**src/sv/ptc_pkg.sv**
```systemverilog
// ----------------------------------------------------------------------------
// ptc_pkg: shared types and constants for the pressure/temperature compensator
// Transaction payloads, calibration register file layout, stage bundles and
// the fixed widths of the compensation datapath.
// ----------------------------------------------------------------------------
`default_nettype none

package ptc_pkg;

   // field widths
   localparam int CFG_W   = 16;
   localparam int RAW_W   = 24;
   localparam int TEMP_W  = 19;
   localparam int PRES_W  = 24;
   localparam int IDX_W   = 3;

   // internal datapath widths
   localparam int DT_W    = 25;   // D2 - C5*256
   localparam int DEV_W   = 18;   // TEMP - 20.00 C, first order
   localparam int E_W     = 19;   // TEMP + 15.00 C
   localparam int T2_W    = 18;
   localparam int LIN_W   = 36;   // first-order OFF / SENS
   localparam int COMP_W  = 40;   // corrected OFF / SENS
   localparam int SQ_W    = 35;
   localparam int ESQ_W   = 37;

   // pipeline depth from accept to result strobe
   localparam int LATENCY = 10;

   // calibration constants
   localparam int TEMP_REF   = 2000;   // 20.00 C
   localparam int VCOLD_DEV  = 3500;   // 20.00 C - (-15.00 C)
   localparam int TEMP_MAX   = 262143;
   localparam int TEMP_MIN   = -262144;
   localparam int PRES_MAX   = 8388607;
   localparam int PRES_MIN   = -8388608;

   // register indexes
   typedef enum logic [IDX_W-1:0] {
      CSR_C1 = 3'd0,
      CSR_C2 = 3'd1,
      CSR_C3 = 3'd2,
      CSR_C4 = 3'd3,
      CSR_C5 = 3'd4,
      CSR_C6 = 3'd5
   } csr_idx_type;

   typedef struct packed {
      logic [RAW_W-1:0] raw_pressure;
      logic [RAW_W-1:0] raw_temperature;
   } ptc_req_type;

   typedef struct packed {
      logic signed [TEMP_W-1:0] temperature_centi;
      logic signed [PRES_W-1:0] pressure_decimbar;
   } ptc_rsp_type;

   typedef struct packed {
      logic [CFG_W-1:0] pressure_sensitivity;
      logic [CFG_W-1:0] pressure_offset;
      logic [CFG_W-1:0] sens_temp_coeff;
      logic [CFG_W-1:0] offset_temp_coeff;
      logic [CFG_W-1:0] reference_temperature;
      logic [CFG_W-1:0] temp_coeff_of_temp;
   } ptc_cfg_type;

   // first-order terms leaving the front end
   typedef struct packed {
      logic                     valid;
      logic [RAW_W-1:0]         d1;
      logic signed [DEV_W-1:0]  dev;
      logic signed [E_W-1:0]    e;
      logic                     cold;
      logic                     vcold;
      logic signed [LIN_W-1:0]  off_lin;
      logic signed [LIN_W-1:0]  sens_lin;
      logic [T2_W-1:0]          t2;
   } ptc_lin_type;

   // second-order corrected terms
   typedef struct packed {
      logic                     valid;
      logic [RAW_W-1:0]         d1;
      logic signed [TEMP_W-1:0] temp;
      logic signed [COMP_W-1:0] off;
      logic signed [COMP_W-1:0] sens;
   } ptc_comp_type;

endpackage

`default_nettype wire

```
**src/sv/ptc_csr.sv**
```systemverilog
// ----------------------------------------------------------------------------
// ptc_csr: calibration register file
// Six 16-bit calibration words, written through a plain write port.
// ----------------------------------------------------------------------------
`default_nettype none

module ptc_csr import ptc_pkg::*; (
   input  logic              clock,
   input  logic              reset,
   input  logic              csr_wr_en,
   input  logic [IDX_W-1:0]  csr_index,
   input  logic [CFG_W-1:0]  csr_wdata,
   output ptc_cfg_type       cfg
);

   ptc_cfg_type cfg_ff, cfg_in;

   // decode write; unknown indexes are dropped
   always_comb begin
      cfg_in = cfg_ff;
      if (csr_wr_en) begin
         case (csr_idx_type'(csr_index))
            CSR_C1:  cfg_in.pressure_sensitivity  = csr_wdata;
            CSR_C2:  cfg_in.pressure_offset       = csr_wdata;
            CSR_C3:  cfg_in.sens_temp_coeff       = csr_wdata;
            CSR_C4:  cfg_in.offset_temp_coeff     = csr_wdata;
            CSR_C5:  cfg_in.reference_temperature = csr_wdata;
            CSR_C6:  cfg_in.temp_coeff_of_temp    = csr_wdata;
            default: cfg_in = cfg_ff;
         endcase
      end
   end

   always_ff @(posedge clock) begin
      if (reset) begin
         cfg_ff <= '0;
      end else begin
         cfg_ff <= cfg_in;
      end
   end

   assign cfg = cfg_ff;

endmodule

`default_nettype wire

```
**config.mk**
```make
export PLATFORM = sky130hd
export DESIGN_NAME = ptc_csr
export DESIGN_NICKNAME = d
export VERILOG_FILES = /design/src/sv/ptc_pkg.sv /design/src/sv/ptc_csr.sv
export SDC_FILE = /design/constraint.sdc
export NUM_CORES = 1
export LEC_CHECK = 0
export ABC_AREA = 1
export BUFFER_PORTS_ARGS = -buffer_cell sky130_fd_sc_hd__buf_2
export CORE_UTILIZATION = 55
export CTS_CLUSTER_DIAMETER = 40
export CTS_CLUSTER_SIZE = 14
export DETAILED_ROUTE_END_ITERATION = 8
export PLACE_DENSITY = 0.85
export SLEW_MARGIN = 20
export SYNTH_ARGS = -nofsm -noshare
export SYNTH_HDL_FRONTEND = slang
export SYNTH_SLANG_ARGS = --single-unit
```
**constraint.sdc**
```tcl
create_clock -name clock -period 1.98 [get_ports clock]
set_clock_uncertainty 0.15 [all_clocks]
set_input_delay 0.099 -clock clock [delete_from_list [all_inputs] [get_ports clock]]
set_output_delay 0.099 -clock clock [all_outputs]
set_load 0.005 [all_outputs]
```
==> impl_results.md <==
* Final setup margin at 0.8770 ns
* Layout cell share with drive strength beyond 1 at 23.22%
* Tot GR Track Use at 28.14%
* Vias in the first global route at 3370
* Total gr overflow at 0
* Routed WL at 10.41 mm
* Most instantiated library cell after synthesis: nor2_1
* Vias per cell at 5.253
* First DRT Iteration DRCs at 385
* Pre-CTS setup slack at 0.5697 ns
* Max-Cap Viols at 0
* Routability congestion estimate at 0.8915
* Worst Setup SP: cfg[94]$_SDFFE_PP0P_
* Placed cells at 739
* CTS max path bufs at 2
* FF-to-FF setup slack at 1.21 ns
* Yosys cell types at 14
* Crit path capture type: output pin
* DPL Wire Length at 6.987 mm
* Routed WL per cell at 13.79 µm
* Arrival time at the worst endpoint at 0.85 ns
* Detail Route Antenna Nets at 0
* CP Depth at 1
* Synth Cell Area at 0.003857 mm²
* Crit-path cells: buf_2
* Relative slew slack at 56.34%
* Hold path depth at 4
* Area Growth Syn to Fin at 21.41%
* Global-route wire length before repair at 15.87 mm
* Slowest Stage Delay on Critical Path at 0.36 ns
* Placed Instance Area at 0.004476 mm²
* Synth area leaders: dfxtp_1 50%, nor2_1 19%, nand3_1 12%
* Die Wd at 85.75 µm
* RSZ-0062 raised after global routing: no
* Post-CTS Resized at 0
* Vias at 3966
* Largest net degree at the start of global routing at 65
* Synth Area per Inst at 6.988 µm²
* Worst reg2reg startpoint: cfg[15]$_SDFFE_PP0P_
* EDFF count, synth at 0
* Largest delay share family, worst path: flip-flops
* Worst Hold Class: input pin to flip-flop
* Maximum fanout along the worst path at 2
* CTS Hold Buffers Added at 0
* Post-CTS Setup Bufs at 0
* Tmin final at 1.103 ns
* Worst Tran Pin Value at 0.6541 ns
* DR pass1 iterations at 5
* Num CTS Buffers at 9
* Worst reg2reg endpoint: cfg[15]$_SDFFE_PP0P_
* Worst path required time at 1.73 ns
* Setup TNS Final at 0 ns
* Initial antenna violation count at 0
* Cell taking the most area after synthesis: dfxtp_1
* Post-synthesis sequential area ratio at 49.82%
* Post-Syn Nets at 574
* Nets at 676
* Post-route cell area at 0.004683 mm²
* Synthesis-stage register bit count at 96
* Status: finished, final reports clean
* IO Pins at 118
* Clock root buffer: clkbuf_8
* Synthesized instance count at 552
* Non-filler cells, final at 755
* Fillers at 581
* Clk sinks at 96
* Largest register FFs at 96
* Final Max Tran Viols at 0
* Ys Warns at 0
* Critical Path End: cfg[94]
* Htree depth at 3
* Final period util at 55.71%
* Leakage at 2.339 nW
* Antenna Cells at 0
* Worst-skew pair later-pin latency at 0.36 ns
* Pwr Density at 810.7 mW/mm²
* FFs w/ async S/R, synth at 0%
* CP max-delay cell: dfxtp_1
* R2r worst-path depth at 2
* Core area at 0.006794 mm²
* Top cell type's share of synthesized area at 49.82%
* # rows at 30
* Worst vdd rail ir drop at 0.0005557 V
* Final Hold Vio Count at 0
* Setup violators final at 0
* DIE AREA at 0.007352 mm²
* Top cells by count, synth: 193 x nor2_1, 101 x nand2_1, 96 x dfxtp_1, 96 x nand3_1, 21 x buf_2
* Initial Util at 56.78%
* Peak Freq at 906.6 MHz
* Critical path buffer and inverter count at 1
* Post-synth top flop: dfxtp_1
* Port-buffer cells at 117
* Crit start category: flip-flop
* CTS tree: done
* Clock transition at the registers of the reported paths at 0.09 ns
* # DRC at 0
* Chip height at 85.75 µm
* Kind of critical path: flip-flop to output pin
[worst min-delay path, cell delays in order]
cell     delay, ns
buf_2         0.09
inv_2         0.17
nand2_1       0.12
nor2_1        0.03
[placed cells by master, fill, tap and decap left out, drive strengths merged]
cell type / instances
clkbuf: 12
nand3: 96
nor2: 202
dfxtp: 96
bufinv: 1
buf: 124
inv: 23
nand2: 102
clkinv: 3
[final cells by class]
cell class | count | area, µm² | share of cell area, %
Sequential cell | 96 | 1922 | 41.04
Tap cell | 96 | 120.1 | 2.565
Timing Repair Buffer | 124 | 663.1 | 14.16
Multi-Input combinational cell | 400 | 1684 | 35.96
Inverter | 23 | 86.33 | 1.843
Clock buffer | 12 | 155.1 | 3.313
Clock inverter | 4 | 52.55 | 1.122
[power breakdown]
| group | leakage (nW) | switching, mW | internal [mW] |
|---|---|---|---|
| clock | 0.107 | 0.666 | 0.657 |
| combinational | 1.45 | 0.288 | 0.155 |
| sequential | 0.780 | 0.0346 | 2.00 |
| total | 2.34 | 0.988 | 2.81 |
[cells by family after synthesis]
logic type	Yosys count	synth area share, %
simple gates	400	43.46
flops	96	49.82
buf+inv	56	6.714
[worst min path at each step]
stage / start / to
2_1_floorplan: csr_index[1] / cfg[64]$_SDFFE_PP0P_
3_3_place_gp: cfg[72]$_SDFFE_PP0P_ / cfg[72]$_SDFFE_PP0P_
3_5_place_dp: cfg[62]$_SDFFE_PP0P_ / cfg[62]$_SDFFE_PP0P_
4_1_cts: reset / cfg[9]$_SDFFE_PP0P_
5_1_grt: reset / cfg[16]$_SDFFE_PP0P_
6_report: reset / cfg[9]$_SDFFE_PP0P_
[routing by layer]
metal  part of all wire (%)  global-route usage, %  up-vias
met3                    9.0                  6.641       49
met4                    4.4                  15.91        0
met1                     41                  35.80     1785
met5                      0                      0        -
met2                     46                  44.07      217
li1                       -                      -     1915
[stage by stage]
step / utilization (%) / power [mW] / hold WS (ns)
floorplan: - / 2.347 / 0.1886
global placement: 65.87 / 2.498 / 0.3079
detailed placement: 65.87 / 2.510 / 0.3195
CTS: 68.93 / 3.791 / 0.01360
global route: 68.93 / 3.928 / 0.05551
finish: 68.93 / 3.797 / 0.03501
No activity file was read; power rests on OpenSTA's default activity.
