$ cat src/sv/ptc_pkg.sv
// ----------------------------------------------------------------------------
// ptc_pkg: shared types and constants for the pressure/temperature compensator
// Transaction payloads, calibration register file layout, stage bundles and
// the fixed widths of the compensation datapath.
// ----------------------------------------------------------------------------
`default_nettype none

package ptc_pkg;

   // field widths
   localparam int CFG_W   = 16;
   localparam int RAW_W   = 24;
   localparam int TEMP_W  = 19;
   localparam int PRES_W  = 24;
   localparam int IDX_W   = 3;

   // internal datapath widths
   localparam int DT_W    = 25;   // D2 - C5*256
   localparam int DEV_W   = 18;   // TEMP - 20.00 C, first order
   localparam int E_W     = 19;   // TEMP + 15.00 C
   localparam int T2_W    = 18;
   localparam int LIN_W   = 36;   // first-order OFF / SENS
   localparam int COMP_W  = 40;   // corrected OFF / SENS
   localparam int SQ_W    = 35;
   localparam int ESQ_W   = 37;

   // pipeline depth from accept to result strobe
   localparam int LATENCY = 10;

   // calibration constants
   localparam int TEMP_REF   = 2000;   // 20.00 C
   localparam int VCOLD_DEV  = 3500;   // 20.00 C - (-15.00 C)
   localparam int TEMP_MAX   = 262143;
   localparam int TEMP_MIN   = -262144;
   localparam int PRES_MAX   = 8388607;
   localparam int PRES_MIN   = -8388608;

   // register indexes
   typedef enum logic [IDX_W-1:0] {
      CSR_C1 = 3'd0,
      CSR_C2 = 3'd1,
      CSR_C3 = 3'd2,
      CSR_C4 = 3'd3,
      CSR_C5 = 3'd4,
      CSR_C6 = 3'd5
   } csr_idx_type;

   typedef struct packed {
      logic [RAW_W-1:0] raw_pressure;
      logic [RAW_W-1:0] raw_temperature;
   } ptc_req_type;

   typedef struct packed {
      logic signed [TEMP_W-1:0] temperature_centi;
      logic signed [PRES_W-1:0] pressure_decimbar;
   } ptc_rsp_type;

   typedef struct packed {
      logic [CFG_W-1:0] pressure_sensitivity;
      logic [CFG_W-1:0] pressure_offset;
      logic [CFG_W-1:0] sens_temp_coeff;
      logic [CFG_W-1:0] offset_temp_coeff;
      logic [CFG_W-1:0] reference_temperature;
      logic [CFG_W-1:0] temp_coeff_of_temp;
   } ptc_cfg_type;

   // first-order terms leaving the front end
   typedef struct packed {
      logic                     valid;
      logic [RAW_W-1:0]         d1;
      logic signed [DEV_W-1:0]  dev;
      logic signed [E_W-1:0]    e;
      logic                     cold;
      logic                     vcold;
      logic signed [LIN_W-1:0]  off_lin;
      logic signed [LIN_W-1:0]  sens_lin;
      logic [T2_W-1:0]          t2;
   } ptc_lin_type;

   // second-order corrected terms
   typedef struct packed {
      logic                     valid;
      logic [RAW_W-1:0]         d1;
      logic signed [TEMP_W-1:0] temp;
      logic signed [COMP_W-1:0] off;
      logic signed [COMP_W-1:0] sens;
   } ptc_comp_type;

endpackage

`default_nettype wire

$ cat src/sv/ptc_front.sv
// ----------------------------------------------------------------------------
// ptc_front: first-order compensation, pipeline stages 1 to 3
// dT, the dT products, first-order OFF/SENS, band flags and the T2 term.
// ----------------------------------------------------------------------------
`default_nettype none

module ptc_front import ptc_pkg::*; (
   input  logic         clock,
   input  logic         reset,
   input  logic         acc,
   input  ptc_req_type  req,
   input  ptc_cfg_type  cfg,
   output ptc_lin_type  lin
);

   // stage 1: temperature difference
   logic                    s1_valid_ff;
   logic [RAW_W-1:0]        s1_d1_ff;
   logic signed [DT_W-1:0]  s1_dt_ff, s1_dt_in;

   assign s1_dt_in = $signed({1'b0, req.raw_temperature})
                   - $signed({1'b0, cfg.reference_temperature, 8'd0});

   // stage 2: products of dT
   logic                    s2_valid_ff;
   logic [RAW_W-1:0]        s2_d1_ff;
   logic signed [CFG_W:0]   c6_s, c4_s, c3_s;
   logic signed [41:0]      s2_prod_t_in, s2_prod_off_in, s2_prod_sens_in;
   logic signed [41:0]      s2_prod_t_ff, s2_prod_off_ff, s2_prod_sens_ff;
   logic signed [49:0]      s2_dsq_in;
   logic [48:0]             s2_dsq_ff;

   assign c6_s = $signed({1'b0, cfg.temp_coeff_of_temp});
   assign c4_s = $signed({1'b0, cfg.offset_temp_coeff});
   assign c3_s = $signed({1'b0, cfg.sens_temp_coeff});

   assign s2_prod_t_in    = s1_dt_ff * c6_s;
   assign s2_prod_off_in  = s1_dt_ff * c4_s;
   assign s2_prod_sens_in = s1_dt_ff * c3_s;
   assign s2_dsq_in       = s1_dt_ff * s1_dt_ff;

   // stage 3: first-order terms and T2
   ptc_lin_type             s3_ff, s3_in;
   logic signed [DEV_W-1:0] dev;
   logic [15:0]             dsq_hi;
   logic [T2_W-1:0]         t2_cold;
   logic [51:0]             dsq7;
   logic [T2_W-1:0]         t2_warm;

   always_comb begin
      dev     = s2_prod_t_ff[40:23];
      dsq_hi  = s2_dsq_ff[48:33];
      t2_cold = {1'b0, dsq_hi, 1'b0} + {2'b00, dsq_hi};
      dsq7    = {s2_dsq_ff, 3'b000} - {3'b000, s2_dsq_ff};
      t2_warm = {3'b000, dsq7[51:37]};

      s3_in.valid    = s2_valid_ff;
      s3_in.d1       = s2_d1_ff;
      s3_in.dev      = dev;
      s3_in.e        = $signed({dev[DEV_W-1], dev}) + E_W'(VCOLD_DEV);
      s3_in.cold     = dev[DEV_W-1];
      s3_in.vcold    = (dev < -DEV_W'(VCOLD_DEV));
      s3_in.off_lin  = $signed({4'd0, cfg.pressure_offset, 16'd0})
                     + $signed({s2_prod_off_ff[41], s2_prod_off_ff[41:7]});
      s3_in.sens_lin = $signed({5'd0, cfg.pressure_sensitivity, 15'd0})
                     + $signed({{2{s2_prod_sens_ff[41]}}, s2_prod_sens_ff[41:8]});
      s3_in.t2       = dev[DEV_W-1] ? t2_cold : t2_warm;
   end

   // valid bits are reset, payload runs free
   always_ff @(posedge clock) begin
      if (reset) begin
         s1_valid_ff <= 1'b0;
         s2_valid_ff <= 1'b0;
         s3_ff.valid <= 1'b0;
      end else begin
         s1_valid_ff <= acc;
         s2_valid_ff <= s1_valid_ff;
         s3_ff.valid <= s3_in.valid;
      end
      s1_d1_ff        <= req.raw_pressure;
      s1_dt_ff        <= s1_dt_in;
      s2_d1_ff        <= s1_d1_ff;
      s2_prod_t_ff    <= s2_prod_t_in;
      s2_prod_off_ff  <= s2_prod_off_in;
      s2_prod_sens_ff <= s2_prod_sens_in;
      s2_dsq_ff       <= s2_dsq_in[48:0];
      s3_ff.d1        <= s3_in.d1;
      s3_ff.dev       <= s3_in.dev;
      s3_ff.e         <= s3_in.e;
      s3_ff.cold      <= s3_in.cold;
      s3_ff.vcold     <= s3_in.vcold;
      s3_ff.off_lin   <= s3_in.off_lin;
      s3_ff.sens_lin  <= s3_in.sens_lin;
      s3_ff.t2        <= s3_in.t2;
   end

   assign lin = s3_ff;

endmodule

`default_nettype wire

$ cat config.mk
export PLATFORM = sky130hd
export DESIGN_NAME = ptc_front
export DESIGN_NICKNAME = d
export VERILOG_FILES = /design/src/sv/ptc_pkg.sv /design/src/sv/ptc_front.sv
export SDC_FILE = /design/constraint.sdc
export NUM_CORES = 2
export LEC_CHECK = 0
export BUFFER_PORTS_ARGS = -buffer_cell sky130_fd_sc_hd__buf_4
export CORE_ASPECT_RATIO = 1.1
export CORE_MARGIN = 2
export CORE_UTILIZATION = 65
export DETAILED_ROUTE_END_ITERATION = 16
export PLACE_DENSITY = 0.83
export SLEW_MARGIN = 20
export SYNTH_ARGS = -nofsm -noshare
export SYNTH_HDL_FRONTEND = slang
export SYNTH_SLANG_ARGS = --single-unit
$ cat constraint.sdc
create_clock -name clock -period 10.3 [get_ports clock]
set_clock_uncertainty 0.15 [all_clocks]
set_input_delay 0.515 -clock clock [delete_from_list [all_inputs] [get_ports clock]]
set_output_delay 0.515 -clock clock [all_outputs]
set_load 0.005 [all_outputs]
==> results_dict.tcl <==
set metrics [dict create \
    grt-ovfl-total 0 \
    cpMostUsedCell "fa_1" \
    relSlewSlack_pct 32.0 \
    max_freq_mhz 120 \
    crit_required_ns 10.72 \
    cp_slowest_cell "dfxtp_2" \
    finalSetupTns_ns 0 \
    grt_max_degree 62 \
    end_kind "flip-flop" \
    setup_viol 0 \
    clkTransAtPathRegs_ns 0.08 \
    firstDrtPassIters 8 \
    netlist_area_sq_um 73900 \
    dp_hpwl_um 139000 \
    clock_latency_ns 0.66 \
    finalMaxSlewViolations 0 \
    clk_path_buf_depth 3 \
    critPathKind "reg2reg" \
    syn_inst 7878 \
    netlist_top_cells_area "fa_1, inv_1, dfxtp_1, ha_1, nand2_1" \
    r2r_slack_ns 2.00 \
    synth_largest_area_cell "fa_1" \
    min_period_over_period_pct 80.6 \
    worstPathArrival_ns 8.72 \
    worst_path_largest_cell_delay_ns 0.71 \
    r2r-end "s2_dsq_ff[48]" \
    synth_fp_nets 10351 \
    grt_pass1_vias 59510 \
    via_per_inst 5.54 \
    clock_sinks 360 \
    rows 129 \
    min_period_ns 8.30 \
    cp_max_fo 48 \
    die_area_sq_um 116000 \
    hold_violations 0 \
    root_buffer "clkbuf_16" \
    die_h_um 358 \
    ioPinCount 301 \
    seq_area_frac_synth_pct 9.75 \
    cts_buffers 42 \
    hold_class "in2reg" \
    antenna_found_initial 9 \
    initial_utilization_pct 65.6 \
    cap_violations 0 \
    synth_flop_cell "dfxtp_1" \
    drive_gt1_share_pct 5.88 \
    final-seq-area_sq_um 7240 \
    routedWlPerCell_um 18.3 \
    drc 0 \
    io_buffers 300 \
    fin_nets 10437 \
    yosysTopAreaCellShare_pct 47.8 \
    totalWireLength_um 174000 \
    ant_nets 0 \
    syn2layout_area_growth_pct 6.80 \
    synth_cell_type_count 83 \
    rr_worst_depth 25 \
    synth_edf_count 0 \
    status "completed" \
    multi_input_area_sq_um 57500 \
    worstMarginPinSlew_ns 1.02 \
    grt_pass1_wl_um 292000 \
    syn_area_per_cell_sq_um 9.38 \
    reg2reg_from "s1_dt_ff[6]" \
    dr_total_vias 52639 \
    worstHoldStart "cfg[91]" \
    synthArstFlopShare_pct 0 \
    ys_warn_count 0 \
    cts_tree "built" \
    crit_path_start_kind "flip-flop" \
    die-width_um 325 \
    coreArea_sq_um 113000 \
    whs_endpoint "lin[44]" \
    grt_usage_pct 31.5 \
    final.fill_count 8271 \
    holdPathStages 3 \
    synth-seq-cells 360 \
    post-cts-setup-buffer-count 0 \
    htree_levels 2 \
    first_iter_violations 3614 \
    place.gp.congestion 0.987 \
    rsz0062_at_grt "false" \
]
-- metrics by stage --
stage	setup WS (ns)	utilization, %	hold slack (ns)	instance area, sq um	std cells
finish	2.00	70.1	0.0672	78900	9508
global route	1.57	70.0	0.0559	78900	9505
CTS	2.08	70.0	0.0227	78900	9503
detailed placement	2.13	68.5	0.162	77100	9390
global placement	2.30	68.5	0.160	77100	9390
floorplan	2.94	-	0.160	73900	7878
-- worst max-delay path by stage --
stage                     cells past startpoint       endpoint  slack [ns]    startpoint
final                                        25  s2_dsq_ff[48]        2.00   s1_dt_ff[6]
after floorplan                              23  s2_dsq_ff[45]        2.94  s1_dt_ff[24]
after global routing                         26  s2_dsq_ff[46]        1.57   s1_dt_ff[6]
after global placement                       25  s2_dsq_ff[48]        2.30   s1_dt_ff[6]
after detailed placement                     21  s2_dsq_ff[45]        2.13   s1_dt_ff[6]
after CTS                                    21  s2_dsq_ff[45]        2.08   s1_dt_ff[6]
-- Yosys cell counts, types with 21 or more instances --
| master | count |
|---|---|
| inv_1 | 2102 |
| fa_1 | 1764 |
| nand2_1 | 990 |
| and2_1 | 593 |
| ha_1 | 562 |
| dfxtp_1 | 360 |
| clkbuf_1 | 320 |
| xnor2_1 | 176 |
| a21oi_1 | 172 |
| nor2_1 | 147 |
| o21ai_0 | 93 |
| a21o_1 | 83 |
| xor2_1 | 66 |
| nor2b_1 | 39 |
| nor3_1 | 39 |
| nand3_1 | 38 |
| o21a_1 | 36 |
| nand2b_1 | 31 |
| and3_1 | 23 |
| a31oi_1 | 21 |
| nand4_1 | 21 |
-- cell families (layout without fill, tap and decap cells) --
group,count (synthesis),count (layout),synth area share [%]
buf+inv,2433,2552,12.4
simple gates,1963,1963,12.7
fa+ha+maj,2326,2326,57.3
flops,360,360,9.75
compound gates,549,549,4.91
other cells,0,5,0
mux,5,5,0.0677
xor+xnor,242,242,2.87
-- cell usage in the layout (no fill, tap or decap), types with 83 or more instances in the layout --
cell type	netlist	final
inv_1	2102	2102
fa_1	1764	1764
nand2_1	990	990
and2_1	593	593
ha_1	562	562
buf_4	4	334
dfxtp_1	360	334
xnor2_1	176	176
a21oi_1	172	172
nor2_1	147	147
o21ai_0	93	93
a21o_1	83	83
-- flip-flops by register name, indices dropped and copies added (netlist names) --
name,flops
s1_valid_ff,1
s2_d1_ff,24
s2_valid_ff,1
s2_dsq_ff,48
s2_prod_t_ff,18
s2_prod_sens_ff,34
s2_prod_off_ff,35
lin,150
s1_d1_ff,24
s1_dt_ff,25
-- critical path, delay by kind of cell, from the launching register on --
kind / cells / cell delay [ns]
AOI/OAI and AO/OA: 8 / 1.60
xor gates and xnor gates: 1 / 0.13
adders and majority gates: 8 / 4.00
buffers and inverters: 6 / 0.96
DFF: 1 / 0.71
and+or+nand+nor: 2 / 0.64
-- area by class of cell --
type	count	share of cell area (%)
multi-input cells	5085	72.9
inverters	2102	10.0
flip-flops and latches	360	9.17
repair buffers	373	3.71
well taps	1506	2.39
clock buffers	53	1.46
clock inverters	24	0.358
diodes	5	0.0159
-- layer usage --
metal	track usage (%)	vias to the layer above	wire, um
met2	54.6	2277	87000
li1	-	23004	-
met3	5.86	566	15200
met1	38.4	26788	63500
met4	14.3	4	8180
met5	0	-	17
-- what timing repair did --
| action | in CTS | in global routing |
|---|---|---|
| resized for setup | 0 | 0 |
| hold buffers | 36 | 0 |
| hold endpoints to repair | 37 | 0 |
Power is not shown: default switching activity piles up to over one toggle a cycle in this logic, so the estimate is an artifact.
