===== src/sv/ptc_pkg.sv =====
// ----------------------------------------------------------------------------
// ptc_pkg: shared types and constants for the pressure/temperature compensator
// Transaction payloads, calibration register file layout, stage bundles and
// the fixed widths of the compensation datapath.
// ----------------------------------------------------------------------------
`default_nettype none

package ptc_pkg;

   // field widths
   localparam int CFG_W   = 16;
   localparam int RAW_W   = 24;
   localparam int TEMP_W  = 19;
   localparam int PRES_W  = 24;
   localparam int IDX_W   = 3;

   // internal datapath widths
   localparam int DT_W    = 25;   // D2 - C5*256
   localparam int DEV_W   = 18;   // TEMP - 20.00 C, first order
   localparam int E_W     = 19;   // TEMP + 15.00 C
   localparam int T2_W    = 18;
   localparam int LIN_W   = 36;   // first-order OFF / SENS
   localparam int COMP_W  = 40;   // corrected OFF / SENS
   localparam int SQ_W    = 35;
   localparam int ESQ_W   = 37;

   // pipeline depth from accept to result strobe
   localparam int LATENCY = 10;

   // calibration constants
   localparam int TEMP_REF   = 2000;   // 20.00 C
   localparam int VCOLD_DEV  = 3500;   // 20.00 C - (-15.00 C)
   localparam int TEMP_MAX   = 262143;
   localparam int TEMP_MIN   = -262144;
   localparam int PRES_MAX   = 8388607;
   localparam int PRES_MIN   = -8388608;

   // register indexes
   typedef enum logic [IDX_W-1:0] {
      CSR_C1 = 3'd0,
      CSR_C2 = 3'd1,
      CSR_C3 = 3'd2,
      CSR_C4 = 3'd3,
      CSR_C5 = 3'd4,
      CSR_C6 = 3'd5
   } csr_idx_type;

   typedef struct packed {
      logic [RAW_W-1:0] raw_pressure;
      logic [RAW_W-1:0] raw_temperature;
   } ptc_req_type;

   typedef struct packed {
      logic signed [TEMP_W-1:0] temperature_centi;
      logic signed [PRES_W-1:0] pressure_decimbar;
   } ptc_rsp_type;

   typedef struct packed {
      logic [CFG_W-1:0] pressure_sensitivity;
      logic [CFG_W-1:0] pressure_offset;
      logic [CFG_W-1:0] sens_temp_coeff;
      logic [CFG_W-1:0] offset_temp_coeff;
      logic [CFG_W-1:0] reference_temperature;
      logic [CFG_W-1:0] temp_coeff_of_temp;
   } ptc_cfg_type;

   // first-order terms leaving the front end
   typedef struct packed {
      logic                     valid;
      logic [RAW_W-1:0]         d1;
      logic signed [DEV_W-1:0]  dev;
      logic signed [E_W-1:0]    e;
      logic                     cold;
      logic                     vcold;
      logic signed [LIN_W-1:0]  off_lin;
      logic signed [LIN_W-1:0]  sens_lin;
      logic [T2_W-1:0]          t2;
   } ptc_lin_type;

   // second-order corrected terms
   typedef struct packed {
      logic                     valid;
      logic [RAW_W-1:0]         d1;
      logic signed [TEMP_W-1:0] temp;
      logic signed [COMP_W-1:0] off;
      logic signed [COMP_W-1:0] sens;
   } ptc_comp_type;

endpackage

`default_nettype wire


===== src/sv/ptc_corr.sv =====
// ----------------------------------------------------------------------------
// ptc_corr: second-order correction, pipeline stages 4 to 6
// Squares of the temperature deviation, final temperature with saturation,
// OFF2/SENS2 by band and the corrected OFF/SENS.
// ----------------------------------------------------------------------------
`default_nettype none

module ptc_corr import ptc_pkg::*; (
   input  logic          clock,
   input  logic          reset,
   input  ptc_lin_type   lin,
   output ptc_comp_type  comp
);

   // stage 4: squares and final temperature
   logic                     s4_valid_ff;
   logic [RAW_W-1:0]         s4_d1_ff;
   logic                     s4_cold_ff, s4_vcold_ff;
   logic signed [LIN_W-1:0]  s4_off_lin_ff, s4_sens_lin_ff;
   logic signed [2*DEV_W-1:0] s4_sq_in;
   logic signed [2*E_W-1:0]  s4_esq_in;
   logic [SQ_W-1:0]          s4_sq_ff;
   logic [ESQ_W-1:0]         s4_esq_ff;
   logic signed [TEMP_W:0]   tsum;
   logic signed [TEMP_W-1:0] s4_temp_ff, s4_temp_in;

   assign s4_sq_in  = lin.dev * lin.dev;
   assign s4_esq_in = lin.e * lin.e;

   always_comb begin
      tsum = $signed({{2{lin.dev[DEV_W-1]}}, lin.dev}) + (TEMP_W+1)'(TEMP_REF)
           - $signed({2'b00, lin.t2});
      if (tsum > TEMP_MAX) begin
         s4_temp_in = TEMP_W'(TEMP_MAX);
      end else if (tsum < TEMP_MIN) begin
         s4_temp_in = TEMP_W'(TEMP_MIN);
      end else begin
         s4_temp_in = tsum[TEMP_W-1:0];
      end
   end

   // stage 5: OFF2 and SENS2 by band
   logic                     s5_valid_ff;
   logic [RAW_W-1:0]         s5_d1_ff;
   logic signed [TEMP_W-1:0] s5_temp_ff;
   logic signed [LIN_W-1:0]  s5_off_lin_ff, s5_sens_lin_ff;
   logic [COMP_W-1:0]        sq40, esq40, sq3, sq5, s5_off2_in, s5_sens2_in;
   logic [COMP_W-1:0]        s5_off2_ff, s5_sens2_ff;

   always_comb begin
      sq40  = {{(COMP_W-SQ_W){1'b0}}, s4_sq_ff};
      esq40 = {{(COMP_W-ESQ_W){1'b0}}, s4_esq_ff};
      sq3   = (sq40 << 1) + sq40;
      sq5   = (sq40 << 2) + sq40;
      if (s4_cold_ff) begin
         s5_off2_in  = (sq3 >> 1) + (s4_vcold_ff ? ((esq40 << 3) - esq40) : '0);
         s5_sens2_in = (sq5 >> 3) + (s4_vcold_ff ? (esq40 << 2) : '0);
      end else begin
         s5_off2_in  = sq40 >> 4;
         s5_sens2_in = '0;
      end
   end

   // stage 6: corrected OFF and SENS
   ptc_comp_type             s6_ff, s6_in;

   always_comb begin
      s6_in.valid = s5_valid_ff;
      s6_in.d1    = s5_d1_ff;
      s6_in.temp  = s5_temp_ff;
      s6_in.off   = $signed({{(COMP_W-LIN_W){s5_off_lin_ff[LIN_W-1]}}, s5_off_lin_ff})
                  - $signed(s5_off2_ff);
      s6_in.sens  = $signed({{(COMP_W-LIN_W){s5_sens_lin_ff[LIN_W-1]}}, s5_sens_lin_ff})
                  - $signed(s5_sens2_ff);
   end

   // valid bits are reset, payload runs free
   always_ff @(posedge clock) begin
      if (reset) begin
         s4_valid_ff <= 1'b0;
         s5_valid_ff <= 1'b0;
         s6_ff.valid <= 1'b0;
      end else begin
         s4_valid_ff <= lin.valid;
         s5_valid_ff <= s4_valid_ff;
         s6_ff.valid <= s6_in.valid;
      end
      s4_d1_ff       <= lin.d1;
      s4_cold_ff     <= lin.cold;
      s4_vcold_ff    <= lin.vcold;
      s4_off_lin_ff  <= lin.off_lin;
      s4_sens_lin_ff <= lin.sens_lin;
      s4_sq_ff       <= s4_sq_in[SQ_W-1:0];
      s4_esq_ff      <= s4_esq_in[ESQ_W-1:0];
      s4_temp_ff     <= s4_temp_in;
      s5_d1_ff       <= s4_d1_ff;
      s5_temp_ff     <= s4_temp_ff;
      s5_off_lin_ff  <= s4_off_lin_ff;
      s5_sens_lin_ff <= s4_sens_lin_ff;
      s5_off2_ff     <= s5_off2_in;
      s5_sens2_ff    <= s5_sens2_in;
      s6_ff.d1       <= s6_in.d1;
      s6_ff.temp     <= s6_in.temp;
      s6_ff.off      <= s6_in.off;
      s6_ff.sens     <= s6_in.sens;
   end

   assign comp = s6_ff;

endmodule

`default_nettype wire


===== config.mk =====
export PLATFORM = sky130hd
export DESIGN_NAME = ptc_corr
export DESIGN_NICKNAME = d
export VERILOG_FILES = /design/src/sv/ptc_pkg.sv /design/src/sv/ptc_corr.sv
export SDC_FILE = /design/constraint.sdc
export NUM_CORES = 2
export LEC_CHECK = 0
export ABC_AREA = 1
export BUFFER_PORTS_ARGS = -buffer_cell sky130_fd_sc_hd__buf_4
export CORE_MARGIN = 4
export CORE_UTILIZATION = 50
export CTS_CLUSTER_SIZE = 16
export DETAILED_ROUTE_END_ITERATION = 8
export PLACE_DENSITY = 0.72
export SKIP_LAST_GASP = 1
export SYNTH_ARGS = -nofsm -noshare
export SYNTH_HDL_FRONTEND = slang
export SYNTH_SLANG_ARGS = --single-unit

===== constraint.sdc =====
create_clock -name clock -period 7.3 [get_ports clock]
set_input_delay 0.73 -clock clock [delete_from_list [all_inputs] [get_ports clock]]
set_output_delay 0.73 -clock clock [all_outputs]
set_load 0.02 [all_outputs]

==> results.py <==
metrics = {
    "run_status": {
        "status": "finished, final reports clean",
    },
    "grt": {
        "grt_pass1_wl_mm": 220,
        "grt_overflow_total": 0,
        "grt_pass1_vias": 42400,
        "grt_usage_pct": 25.7,
        "grt_start_max_net_pins": 67,
        "antenna_found_initial": 0,
    },
    "layout": {
        "synthToLayoutAreaGrowth_pct": 10.3,
        "ff_latch_area_sq_um": 10200,
        "stdcell_count": 7948,
        "stdcell_area_sq_um": 55700,
        "nFillCells": 9457,
        "multi_input_area_sq_um": 34400,
        "final_layout_size_suffix_gt1_share_pct": 6.21,
        "n_antenna_cell": 0,
        "nets": 7889,
    },
    "sta": {
        "worst_slew_pin_slew_ns": 0.679,
        "finalHoldViolCount": 0,
        "period_minus_slack_ns": 6.32,
        "setup_violations": 0,
        "fin_worst_skew_ns": 0.0316,
        "worst_slack_ns": 0.985,
        "fin_setup_tns_ns": 0,
        "fin_crit_sh_pct": 86.5,
        "clock.fmax_mhz": 158,
        "slew_headroom_pct": 54.7,
        "grt_setup_unrepaired": "no",
        "slew_viol_final": 0,
    },
    "yosys": {
        "synth.distinct_cells": 54,
        "synth_cells": 6366,
        "synth_edf_count": 0,
        "synth_nets": 7649,
        "synth_top_area_share_pct": 24.8,
        "synth_common_cells": "inv_1, nand2_1, fa_1",
        "synth_top_area_cell": "fa_1",
        "mappedNetlistArea_sq_um": 50500,
        "yosysMostFrequentCell": "inv_1",
        "synth_async_sr_flop_share_pct": 0,
        "yosys_warnings": 0,
        "synth_flop_cell": "dfxtp_1",
        "post_synth_main_area_contributors": "fa_1, dfxtp_1, ha_1",
        "synth-seq-area-share_pct": 20.2,
        "synth_area_per_cell_sq_um": 7.93,
        "ys_seq_elements": 508,
    },
    "cts": {
        "worstSkewPairLatency_ns": 0.64,
        "clkTransAtPathRegs_ns": 0.07,
        "clock-sinks": 508,
        "cts_tree": "yes",
        "ctsHoldBuffers": 0,
        "cts_setup_buffers": 0,
        "cts_resized": 0,
        "cts_buffers": 53,
        "cts_max_level": 2,
        "clock_tree.root_cell": "clkbuf_16",
        "cts_buffer_depth": 3,
    },
    "setup_path": {
        "critPathTopFamily": "adder cells",
        "crit_start": "lin[110]",
        "critical_path_class": "input port to flop",
        "reg2reg_from": "s4_sq_ff[2]",
        "slowest_stage": "fa_1",
        "crit_top_cell": "fa_1",
        "worstPathRequired_ns": 7.85,
        "setup.worst_path.start_class": "input port",
        "crit_fanout": 27,
        "crit_buf_inv": 5,
        "critPathMaxStageDelay_ns": 0.87,
        "end_kind": "flop",
        "cp.arrival_ns": 6.87,
        "worstPathCellList": "buf_4 -> nand2_1 -> fa_1 -> fa_1 -> inv_1 -> fa_1 -> inv_1 -> fa_1 -> fa_1 -> inv_1 -> fa_1 -> ha_1 -> ha_1 -> nand2_1 -> nor2_1 -> inv_1 -> nor3_1 -> nand4_1 -> o21ai_0 -> xor2_1",
    },
    "place": {
        "pre_cts_ws_ns": 0.365,
        "gp_congestion": 1.01,
        "place_area_sq_um": 53800,
        "placed_cells": 7849,
        "dp_hpwl_mm": 115,
        "numPortBuffers": 279,
    },
    "floorplanning": {
        "fp.dieArea_sq_um": 106000,
        "num_rows": 116,
        "ioPinCount": 280,
        "die_y_microns": 326,
        "coreArea_sq_um": 100000,
        "chipWidth_microns": 326,
        "initial_utilization_pct": 50.4,
    },
    "drt": {
        "vias_per_cell": 5.21,
        "wl_per_cell_microns": 17.2,
        "drt-initial-drc-count": 2667,
        "drt.antenna.violating_nets": 0,
        "drt-total-wl_mm": 137,
        "num_vias": 41400,
        "drcViolationCount": 0,
        "first_pass_iters": 8,
    },
    "flow_run": {
        "maxCapViolCount": 0,
    },
    "min_path": {
        "min_path_type": "input port to flop",
        "min_from": "lin[32]",
    },
}
## final timing paths
kind                                      endpoint  slack, ns  depth (start not counted)
worst max-delay path                 s4_esq_ff[33]       0.98                         20
worst min-delay path            s4_sens_lin_ff[14]       0.19                          1
worst max register to register      s5_off2_ff[38]       2.27                         24
worst min register to register  s5_sens_lin_ff[22]       0.32                          0
## cell type report
type	instances	area share, %
clock buffers	64	2.60
clock inverters	35	0.712
well taps	1298	2.92
inverters	1468	9.90
flip-flops and latches	508	18.3
multi-input cells	4291	61.8
repair buffers	284	3.83
## cells in the final DEF (no fill, tap or decap), types with 14 or more instances in the layout
cell type / netlist / routed
a21boi_0: 14 / 14
dfxtp_1: 508 / 506
xnor2_1: 104 / 104
ha_1: 502 / 502
o21bai_1: 40 / 40
buf_4: 1 / 284
fa_1: 625 / 625
nor3_1: 45 / 45
a31oi_1: 52 / 52
xor2_1: 178 / 178
o21ai_1: 15 / 15
nand3_1: 147 / 147
nor2_1: 451 / 451
a21o_1: 44 / 44
inv_1: 1464 / 1464
nand4_1: 40 / 40
a21oi_1: 441 / 441
clkbuf_16: 0 / 54
nor4_1: 19 / 19
o21ai_0: 276 / 276
o21a_1: 30 / 30
nand2_1: 1170 / 1170
## registers in the layout, indices dropped and copies added, names as in the netlist, 19 cells and up
| name | count |
|---|---|
| s4_temp_ff | 19 |
| s5_temp_ff | 19 |
| s5_sens_lin_ff | 36 |
| s4_esq_ff | 36 |
| s4_sens_lin_ff | 36 |
| s5_off2_ff | 40 |
| s5_off_lin_ff | 36 |
| comp | 124 |
| s4_sq_ff | 34 |
| s4_off_lin_ff | 36 |
| s4_d1_ff | 24 |
| s5_sens2_ff | 40 |
| s5_d1_ff | 24 |
## cell families (layout without fill, tap and decap cells)
group	Yosys count	in the layout	synth area share, %
and+or+nand+nor	1907	1907	15.2
adders and majority gates	1127	1127	37.2
AOI/OAI and AO/OA	974	974	10.8
DFF	508	508	20.2
buffers and inverters	1567	1851	11.7
xor gates and xnor gates	282	282	4.89
other	1	1	0.00743
## per-layer routing
metal	GRT usage [%]	wire [microns]	up-vias
met5	0	0	-
met4	7.48	4100	0
met3	3.43	8700	239
met2	44.3	65500	1319
met1	33.9	58400	19700
li1	-	-	20200
## metrics by stage
stage	hold WS, ns	utilization [%]
final	0.189	55.6
after global routing	0.149	55.6
after CTS	0.139	55.6
after detailed placement	0.312	53.8
after global placement	0.310	53.8
after floorplan	0.310	-
Power is not shown: default switching activity piles up to over one toggle a cycle in this logic, so the estimate is an artifact.
