**src/sv/ptc_pkg.sv**
```systemverilog
// ----------------------------------------------------------------------------
// ptc_pkg: shared types and constants for the pressure/temperature compensator
// Transaction payloads, calibration register file layout, stage bundles and
// the fixed widths of the compensation datapath.
// ----------------------------------------------------------------------------
`default_nettype none

package ptc_pkg;

   // field widths
   localparam int CFG_W   = 16;
   localparam int RAW_W   = 24;
   localparam int TEMP_W  = 19;
   localparam int PRES_W  = 24;
   localparam int IDX_W   = 3;

   // internal datapath widths
   localparam int DT_W    = 25;   // D2 - C5*256
   localparam int DEV_W   = 18;   // TEMP - 20.00 C, first order
   localparam int E_W     = 19;   // TEMP + 15.00 C
   localparam int T2_W    = 18;
   localparam int LIN_W   = 36;   // first-order OFF / SENS
   localparam int COMP_W  = 40;   // corrected OFF / SENS
   localparam int SQ_W    = 35;
   localparam int ESQ_W   = 37;

   // pipeline depth from accept to result strobe
   localparam int LATENCY = 10;

   // calibration constants
   localparam int TEMP_REF   = 2000;   // 20.00 C
   localparam int VCOLD_DEV  = 3500;   // 20.00 C - (-15.00 C)
   localparam int TEMP_MAX   = 262143;
   localparam int TEMP_MIN   = -262144;
   localparam int PRES_MAX   = 8388607;
   localparam int PRES_MIN   = -8388608;

   // register indexes
   typedef enum logic [IDX_W-1:0] {
      CSR_C1 = 3'd0,
      CSR_C2 = 3'd1,
      CSR_C3 = 3'd2,
      CSR_C4 = 3'd3,
      CSR_C5 = 3'd4,
      CSR_C6 = 3'd5
   } csr_idx_type;

   typedef struct packed {
      logic [RAW_W-1:0] raw_pressure;
      logic [RAW_W-1:0] raw_temperature;
   } ptc_req_type;

   typedef struct packed {
      logic signed [TEMP_W-1:0] temperature_centi;
      logic signed [PRES_W-1:0] pressure_decimbar;
   } ptc_rsp_type;

   typedef struct packed {
      logic [CFG_W-1:0] pressure_sensitivity;
      logic [CFG_W-1:0] pressure_offset;
      logic [CFG_W-1:0] sens_temp_coeff;
      logic [CFG_W-1:0] offset_temp_coeff;
      logic [CFG_W-1:0] reference_temperature;
      logic [CFG_W-1:0] temp_coeff_of_temp;
   } ptc_cfg_type;

   // first-order terms leaving the front end
   typedef struct packed {
      logic                     valid;
      logic [RAW_W-1:0]         d1;
      logic signed [DEV_W-1:0]  dev;
      logic signed [E_W-1:0]    e;
      logic                     cold;
      logic                     vcold;
      logic signed [LIN_W-1:0]  off_lin;
      logic signed [LIN_W-1:0]  sens_lin;
      logic [T2_W-1:0]          t2;
   } ptc_lin_type;

   // second-order corrected terms
   typedef struct packed {
      logic                     valid;
      logic [RAW_W-1:0]         d1;
      logic signed [TEMP_W-1:0] temp;
      logic signed [COMP_W-1:0] off;
      logic signed [COMP_W-1:0] sens;
   } ptc_comp_type;

endpackage

`default_nettype wire

```
**src/sv/ptc_pres.sv**
```systemverilog
// ----------------------------------------------------------------------------
// ptc_pres: pressure evaluation, pipeline stages 7 to 10
// SENS*D1 as two partial products, recombination, offset removal, final
// scaling and saturation into the result register.
// ----------------------------------------------------------------------------
`default_nettype none

module ptc_pres import ptc_pkg::*; (
   input  logic          clock,
   input  logic          reset,
   input  ptc_comp_type  comp,
   output logic          rsp_valid,
   output ptc_rsp_type   rsp_data
);

   // stage 7: partial products of SENS*D1 (SENS split at bit 20)
   logic                     s7_valid_ff;
   logic signed [TEMP_W-1:0] s7_temp_ff;
   logic signed [COMP_W-1:0] s7_off_ff;
   logic signed [19:0]       sens_hi;
   logic [19:0]              sens_lo;
   logic signed [RAW_W:0]    d1_s;
   logic signed [44:0]       s7_pp_hi_in, s7_pp_hi_ff;
   logic [43:0]              s7_pp_lo_in, s7_pp_lo_ff;

   assign sens_hi     = comp.sens[COMP_W-1:20];
   assign sens_lo     = comp.sens[19:0];
   assign d1_s        = $signed({1'b0, comp.d1});
   assign s7_pp_hi_in = sens_hi * d1_s;
   assign s7_pp_lo_in = sens_lo * comp.d1;

   // stage 8: full product, scaled by 2^-21
   logic                     s8_valid_ff;
   logic signed [TEMP_W-1:0] s8_temp_ff;
   logic signed [COMP_W-1:0] s8_off_ff;
   logic signed [63:0]       prod;
   logic signed [42:0]       s8_scaled_ff;

   assign prod = $signed({s7_pp_hi_ff[43:0], 20'd0}) + $signed({20'd0, s7_pp_lo_ff});

   // stage 9: remove offset
   logic                     s9_valid_ff;
   logic signed [TEMP_W-1:0] s9_temp_ff;
   logic signed [43:0]       s9_q_in, s9_q_ff;

   assign s9_q_in = $signed({s8_scaled_ff[42], s8_scaled_ff})
                  - $signed({{4{s8_off_ff[COMP_W-1]}}, s8_off_ff});

   // stage 10: scale by 2^-15 and saturate
   logic                     s10_valid_ff;
   ptc_rsp_type              s10_rsp_ff, s10_rsp_in;
   logic signed [28:0]       pq;

   always_comb begin
      pq = s9_q_ff[43:15];
      s10_rsp_in.temperature_centi = s9_temp_ff;
      if (pq > PRES_MAX) begin
         s10_rsp_in.pressure_decimbar = PRES_W'(PRES_MAX);
      end else if (pq < PRES_MIN) begin
         s10_rsp_in.pressure_decimbar = PRES_W'(PRES_MIN);
      end else begin
         s10_rsp_in.pressure_decimbar = pq[PRES_W-1:0];
      end
   end

   // valid bits
   always_ff @(posedge clock) begin
      if (reset) begin
         s7_valid_ff  <= 1'b0;
         s8_valid_ff  <= 1'b0;
         s9_valid_ff  <= 1'b0;
         s10_valid_ff <= 1'b0;
      end else begin
         s7_valid_ff  <= comp.valid;
         s8_valid_ff  <= s7_valid_ff;
         s9_valid_ff  <= s8_valid_ff;
         s10_valid_ff <= s9_valid_ff;
      end
   end

   // payload
   always_ff @(posedge clock) begin
      s7_temp_ff   <= comp.temp;
      s7_off_ff    <= comp.off;
      s7_pp_hi_ff  <= s7_pp_hi_in;
      s7_pp_lo_ff  <= s7_pp_lo_in;
      s8_temp_ff   <= s7_temp_ff;
      s8_off_ff    <= s7_off_ff;
      s8_scaled_ff <= prod[63:21];
      s9_temp_ff   <= s8_temp_ff;
      s9_q_ff      <= s9_q_in;
      s10_rsp_ff   <= s10_rsp_in;
   end

   assign rsp_valid = s10_valid_ff;
   assign rsp_data  = s10_rsp_ff;

endmodule

`default_nettype wire

```
**config.mk**
```make
export PLATFORM = sky130hd
export DESIGN_NAME = ptc_pres
export DESIGN_NICKNAME = d
export VERILOG_FILES = /design/src/sv/ptc_pkg.sv /design/src/sv/ptc_pres.sv
export SDC_FILE = /design/constraint.sdc
export NUM_CORES = 2
export LEC_CHECK = 0
export BUFFER_PORTS_ARGS = -buffer_cell sky130_fd_sc_hd__buf_2
export CORE_ASPECT_RATIO = 0.8
export CORE_MARGIN = 3
export CORE_UTILIZATION = 50
export CTS_CLUSTER_SIZE = 16
export DETAILED_ROUTE_END_ITERATION = 12
export PLACE_DENSITY_LB_ADDON = 0.15
export SETUP_SLACK_MARGIN = 0.15
export SYNTH_ARGS = -nofsm -noshare
export SYNTH_HDL_FRONTEND = slang
export SYNTH_SLANG_ARGS = --single-unit
```
**constraint.sdc**
```tcl
create_clock -name clock -period 12 [get_ports clock]
set_clock_uncertainty 0.2 [all_clocks]
set_input_delay 3.6 -clock clock [delete_from_list [all_inputs] [get_ports clock]]
set_output_delay 3.6 -clock clock [all_outputs]
set_load 0.02 [all_outputs]
```
==> summary by stage <==
Status
The flow ran to the end, and the final reports show no timing, DRC or antenna violations.

Finish
Of the cells placed in the final design, the portion with a size suffix greater than 1 is 6.55%. Compared with the post-synthesis result, the final layout area differs by 7.21%. The number of nets in the layout is 5753. The count of filler cells inserted in the layout is 7480.

Yosys
Synthesis inferred 324 register bits. The per-instance average area after synthesis is 9.40 µm². Among all flip-flop cells after synthesis, the most frequent one is sky130_fd_sc_hd__dfxtp_1. Yosys printed 0 warnings. The async set or reset register ratio after synthesis is 0%. The unique cell type count in the Yosys netlist is 74. Of the synthesized area, sequential elements account for 15.7%. Counting flops with a built-in enable in the synthesized netlist gives 0. The post-synthesis cell count is 4399. Counting every net in the synthesized netlist gives 5702.

The synthesized netlist occupies a cell area of 41400 µm².

Timing
At the pin with the least slew margin, the transition time is 1020 ps. Summed over all failing endpoints, the final setup total negative slack is 0 ps. The final clock period utilization by the worst path is 88.7%.

The worst setup margin is 1350 ps. Setup repair after global routing left no endpoint under its margin. The worst relative slew slack is 30.0%. Setup violations remaining at the end of the flow were counted as 0. The count of pins over their slew limit was 0. The post-route worst hold slack is 113 ps.

The count of endpoints failing hold in the final timing report is 0. Derived from the worst setup path, the maximum achievable clock frequency is 93.9 MHz. Counting I/O delays and the setup requirement, the final critical path takes 10650 ps.

Critical path
The worst endpoint data arrival time is 10880 ps. Data on the critical path is required at its endpoint by 12230 ps. The launching element of the worst setup path is comp[107].

The critical-path maximum fanout is 27. The critical path buffer and inverter count is 8. The worst register-to-register path begins at s8_off_ff[2].

In this design, the critical path's most frequently occurring cell is sky130_fd_sc_hd__fa_1. The worst setup path is captured at a register. STA classifies the critical path startpoint as an input pin.

The critical path is of the input pin to register type. For this run, the slowest stage of the critical path takes 560 ps. The standard cell with the maximum stage delay on the critical path is sky130_fd_sc_hd__buf_2. Among cell families on the critical path, the largest total delay comes from adder cells.

Route
The highest metal layer with signal wires is met5. Dividing the detail-routed wire length by the instance count gives 17.8 µm. The number of remaining DRC errors is 0. The number of vias per cell is 5.18. The total number of vias is 28900. In the final routing, the length of wire on met1 measures 46.4 mm. The detailed-route wire length is 98.8 mm. The wire length on met3 is 6.41 mm.

The met2 wire length is 43.7 mm. The violation count after the first detailed-routing iteration is 1685. For this run, the detailed router's first-pass iteration total came to 5. Once detail routing completed, the nets flagged for antenna violations numbered 0.

Worst hold path
The path type of the worst min-delay path is register to register. The start point of the worst min-delay path is s9_temp_ff[5].

CTS
The number of clock sinks seen by CTS is 324. In this run the deepest clock path goes through 3 buffers. The post-cts resize count is 0.

The maximum level of the CTS H-tree is 2. Clock-pin slew was measured on the worst setup and hold paths at 60 ps. The number of buffers created by CTS is 35. TritonCTS built the clock tree. In this run the post-CTS setup repair buffer count came out at 0. The clock reaches the later pin of the worst-skew pair after 550 ps.

The count of hold-fix buffers inserted at cts is 0. The cell sitting at the root of the clock tree is a sky130_fd_sc_hd__clkbuf_16.

Floorplan
The die span in x is 328 µm. The core region area is 81200 µm². The vertical die dimension is 263 µm. Pin placement for this block handled 170 I/O pins. The die outline area is 86300 µm². The initialized floorplan defines 93 standard-cell rows. The initial utilization of the core area, before any placement, comes to 50.9%.

Global routing
The first global-routing pass estimated 162 mm of wire. The pin count of the biggest net entering global routing is 41. The total track usage is 23.7%.

The number of antenna violations at the first check in global routing is 3. The total overflow left after global routing is 0. The via count of the first global-routing pass is 29800.

Place
The total of buffers placed on input and output ports is 169. The routability-driven placement congestion ratio is 0.912. The detailed-placement wirelength estimate is 79.6 mm.

The pre-CTS setup slack is 916 ps.

Run
The tool flagged a number of max-cap violations equal to 0.
==> cell usage in the layout, fill, tap and decap left out, types with 7 or more instances in the layout <==
| master | Yosys | routed |
|---|---|---|
| sky130_fd_sc_hd__o21a_1 | 12 | 12 |
| sky130_fd_sc_hd__nand4_1 | 31 | 31 |
| sky130_fd_sc_hd__buf_4 | 0 | 37 |
| sky130_fd_sc_hd__ha_1 | 392 | 392 |
| sky130_fd_sc_hd__and2_1 | 459 | 459 |
| sky130_fd_sc_hd__clkbuf_16 | 0 | 35 |
| sky130_fd_sc_hd__dfxtp_1 | 324 | 324 |
| sky130_fd_sc_hd__nor2_1 | 71 | 71 |
| sky130_fd_sc_hd__fa_1 | 785 | 785 |
| sky130_fd_sc_hd__nand2_1 | 556 | 556 |
| sky130_fd_sc_hd__a211oi_1 | 9 | 9 |
| sky130_fd_sc_hd__o21ai_0 | 50 | 50 |
| sky130_fd_sc_hd__nand2b_1 | 21 | 21 |
| sky130_fd_sc_hd__a21o_1 | 96 | 96 |
| sky130_fd_sc_hd__xor2_1 | 39 | 39 |
| sky130_fd_sc_hd__nor3_1 | 16 | 16 |
| sky130_fd_sc_hd__o21bai_1 | 14 | 14 |
| sky130_fd_sc_hd__and3_1 | 15 | 15 |
| sky130_fd_sc_hd__buf_2 | 0 | 169 |
| sky130_fd_sc_hd__a31oi_1 | 11 | 11 |
| sky130_fd_sc_hd__inv_1 | 919 | 919 |
| sky130_fd_sc_hd__nor2b_1 | 15 | 15 |
| sky130_fd_sc_hd__xnor2_1 | 89 | 89 |
| sky130_fd_sc_hd__nand3_1 | 36 | 36 |
| sky130_fd_sc_hd__a21oi_1 | 137 | 136 |
| sky130_fd_sc_hd__nor4_1 | 7 | 7 |
==> layout make-up <==
cell class | count | area (µm²) | area share (%)
Sequential cell | 324 | 6490 | 14.6
Clock inverter | 14 | 206 | 0.465
Antenna cell | 1 | 2.50 | 0.00564
Multi-Input combinational cell | 2962 | 30700 | 69.2
Timing Repair Buffer | 208 | 1160 | 2.62
Clock buffer | 46 | 977 | 2.20
Inverter | 919 | 3450 | 7.78
Tap cell | 1092 | 1370 | 3.08
==> registers in the layout, summed over array words and instances, names as in the netlist <==
name	cells
rsp_data	43
rsp_valid	1
s7_off_ff	40
s7_pp_hi_ff	44
s7_pp_lo_ff	24
s7_temp_ff	19
s7_valid_ff	1
s8_off_ff	40
s8_scaled_ff	43
s8_temp_ff	19
s8_valid_ff	1
s9_q_ff	29
s9_temp_ff	19
s9_valid_ff	1
==> cells by family (layout without fill, tap and decap cells) <==
family                   after synthesis  in the layout  share of synthesized area, %
flip-flops                           324            324                          15.7
other                                  0              1                             0
multiplexers                           2              2                        0.0484
AO/OA/AOI/OAI                        402            402                          6.51
XOR/XNOR                             128            128                          2.71
AND/OR/NAND/NOR                     1253           1253                          15.1
adder cells (fa/ha/maj)             1177           1177                          49.8
buffers and inverters               1113           1187                          10.1
==> synth_stat cells (7+ instances only) <==
cell type / number / share of area [%]
sky130_fd_sc_hd__a211oi_1: 9 / 0.16
sky130_fd_sc_hd__a21o_1: 96 / 1.7
sky130_fd_sc_hd__a21oi_1: 137 / 1.7
sky130_fd_sc_hd__a31oi_1: 11 / 0.17
sky130_fd_sc_hd__and2_1: 459 / 6.9
sky130_fd_sc_hd__and3_1: 15 / 0.23
sky130_fd_sc_hd__clkbuf_1: 191 / 1.7
sky130_fd_sc_hd__dfxtp_1: 324 / 16
sky130_fd_sc_hd__fa_1: 785 / 38
sky130_fd_sc_hd__ha_1: 392 / 12
sky130_fd_sc_hd__inv_1: 919 / 8.3
sky130_fd_sc_hd__nand2_1: 556 / 5.0
sky130_fd_sc_hd__nand2b_1: 21 / 0.32
sky130_fd_sc_hd__nand3_1: 36 / 0.44
sky130_fd_sc_hd__nand4_1: 31 / 0.47
sky130_fd_sc_hd__nor2_1: 71 / 0.64
sky130_fd_sc_hd__nor2b_1: 15 / 0.23
sky130_fd_sc_hd__nor3_1: 16 / 0.19
sky130_fd_sc_hd__nor4_1: 7 / 0.11
sky130_fd_sc_hd__o21a_1: 12 / 0.22
sky130_fd_sc_hd__o21ai_0: 50 / 0.60
sky130_fd_sc_hd__o21bai_1: 14 / 0.25
sky130_fd_sc_hd__xnor2_1: 89 / 1.9
sky130_fd_sc_hd__xor2_1: 39 / 0.83
==> through the flow <==
stage          util (%)  area [µm²]  instances
5_1_grt            54.6       44400       5565
2_1_floorplan         -       41400       4399
3_3_place_gp       53.2       43200       5505
3_5_place_dp       53.2       43200       5505
4_1_cts            54.6       44400       5565
6_report           54.6       44400       5566
==> per-layer routing <==
metal / GRT usage (%) / vias up
met4: 5.26 / 4
met1: 35.3 / 14600
met2: 36.3 / 804
met3: 3.86 / 120
met5: 0 / -
li1: - / 13400
==> path summary, 6_finish.rpt <==
path	end	slack [ps]	depth (start not counted)
setup / recovery	s7_pp_hi_ff[38]	1350	26
hold / removal	rsp_data[29]	110	0
setup reg to reg	s9_q_ff[42]	7820	11
hold reg to reg	rsp_data[29]	110	0
Power is left out: the tool's default activity adds up to more than one toggle a clock period on the data nets, which glitch-free logic cannot reach.
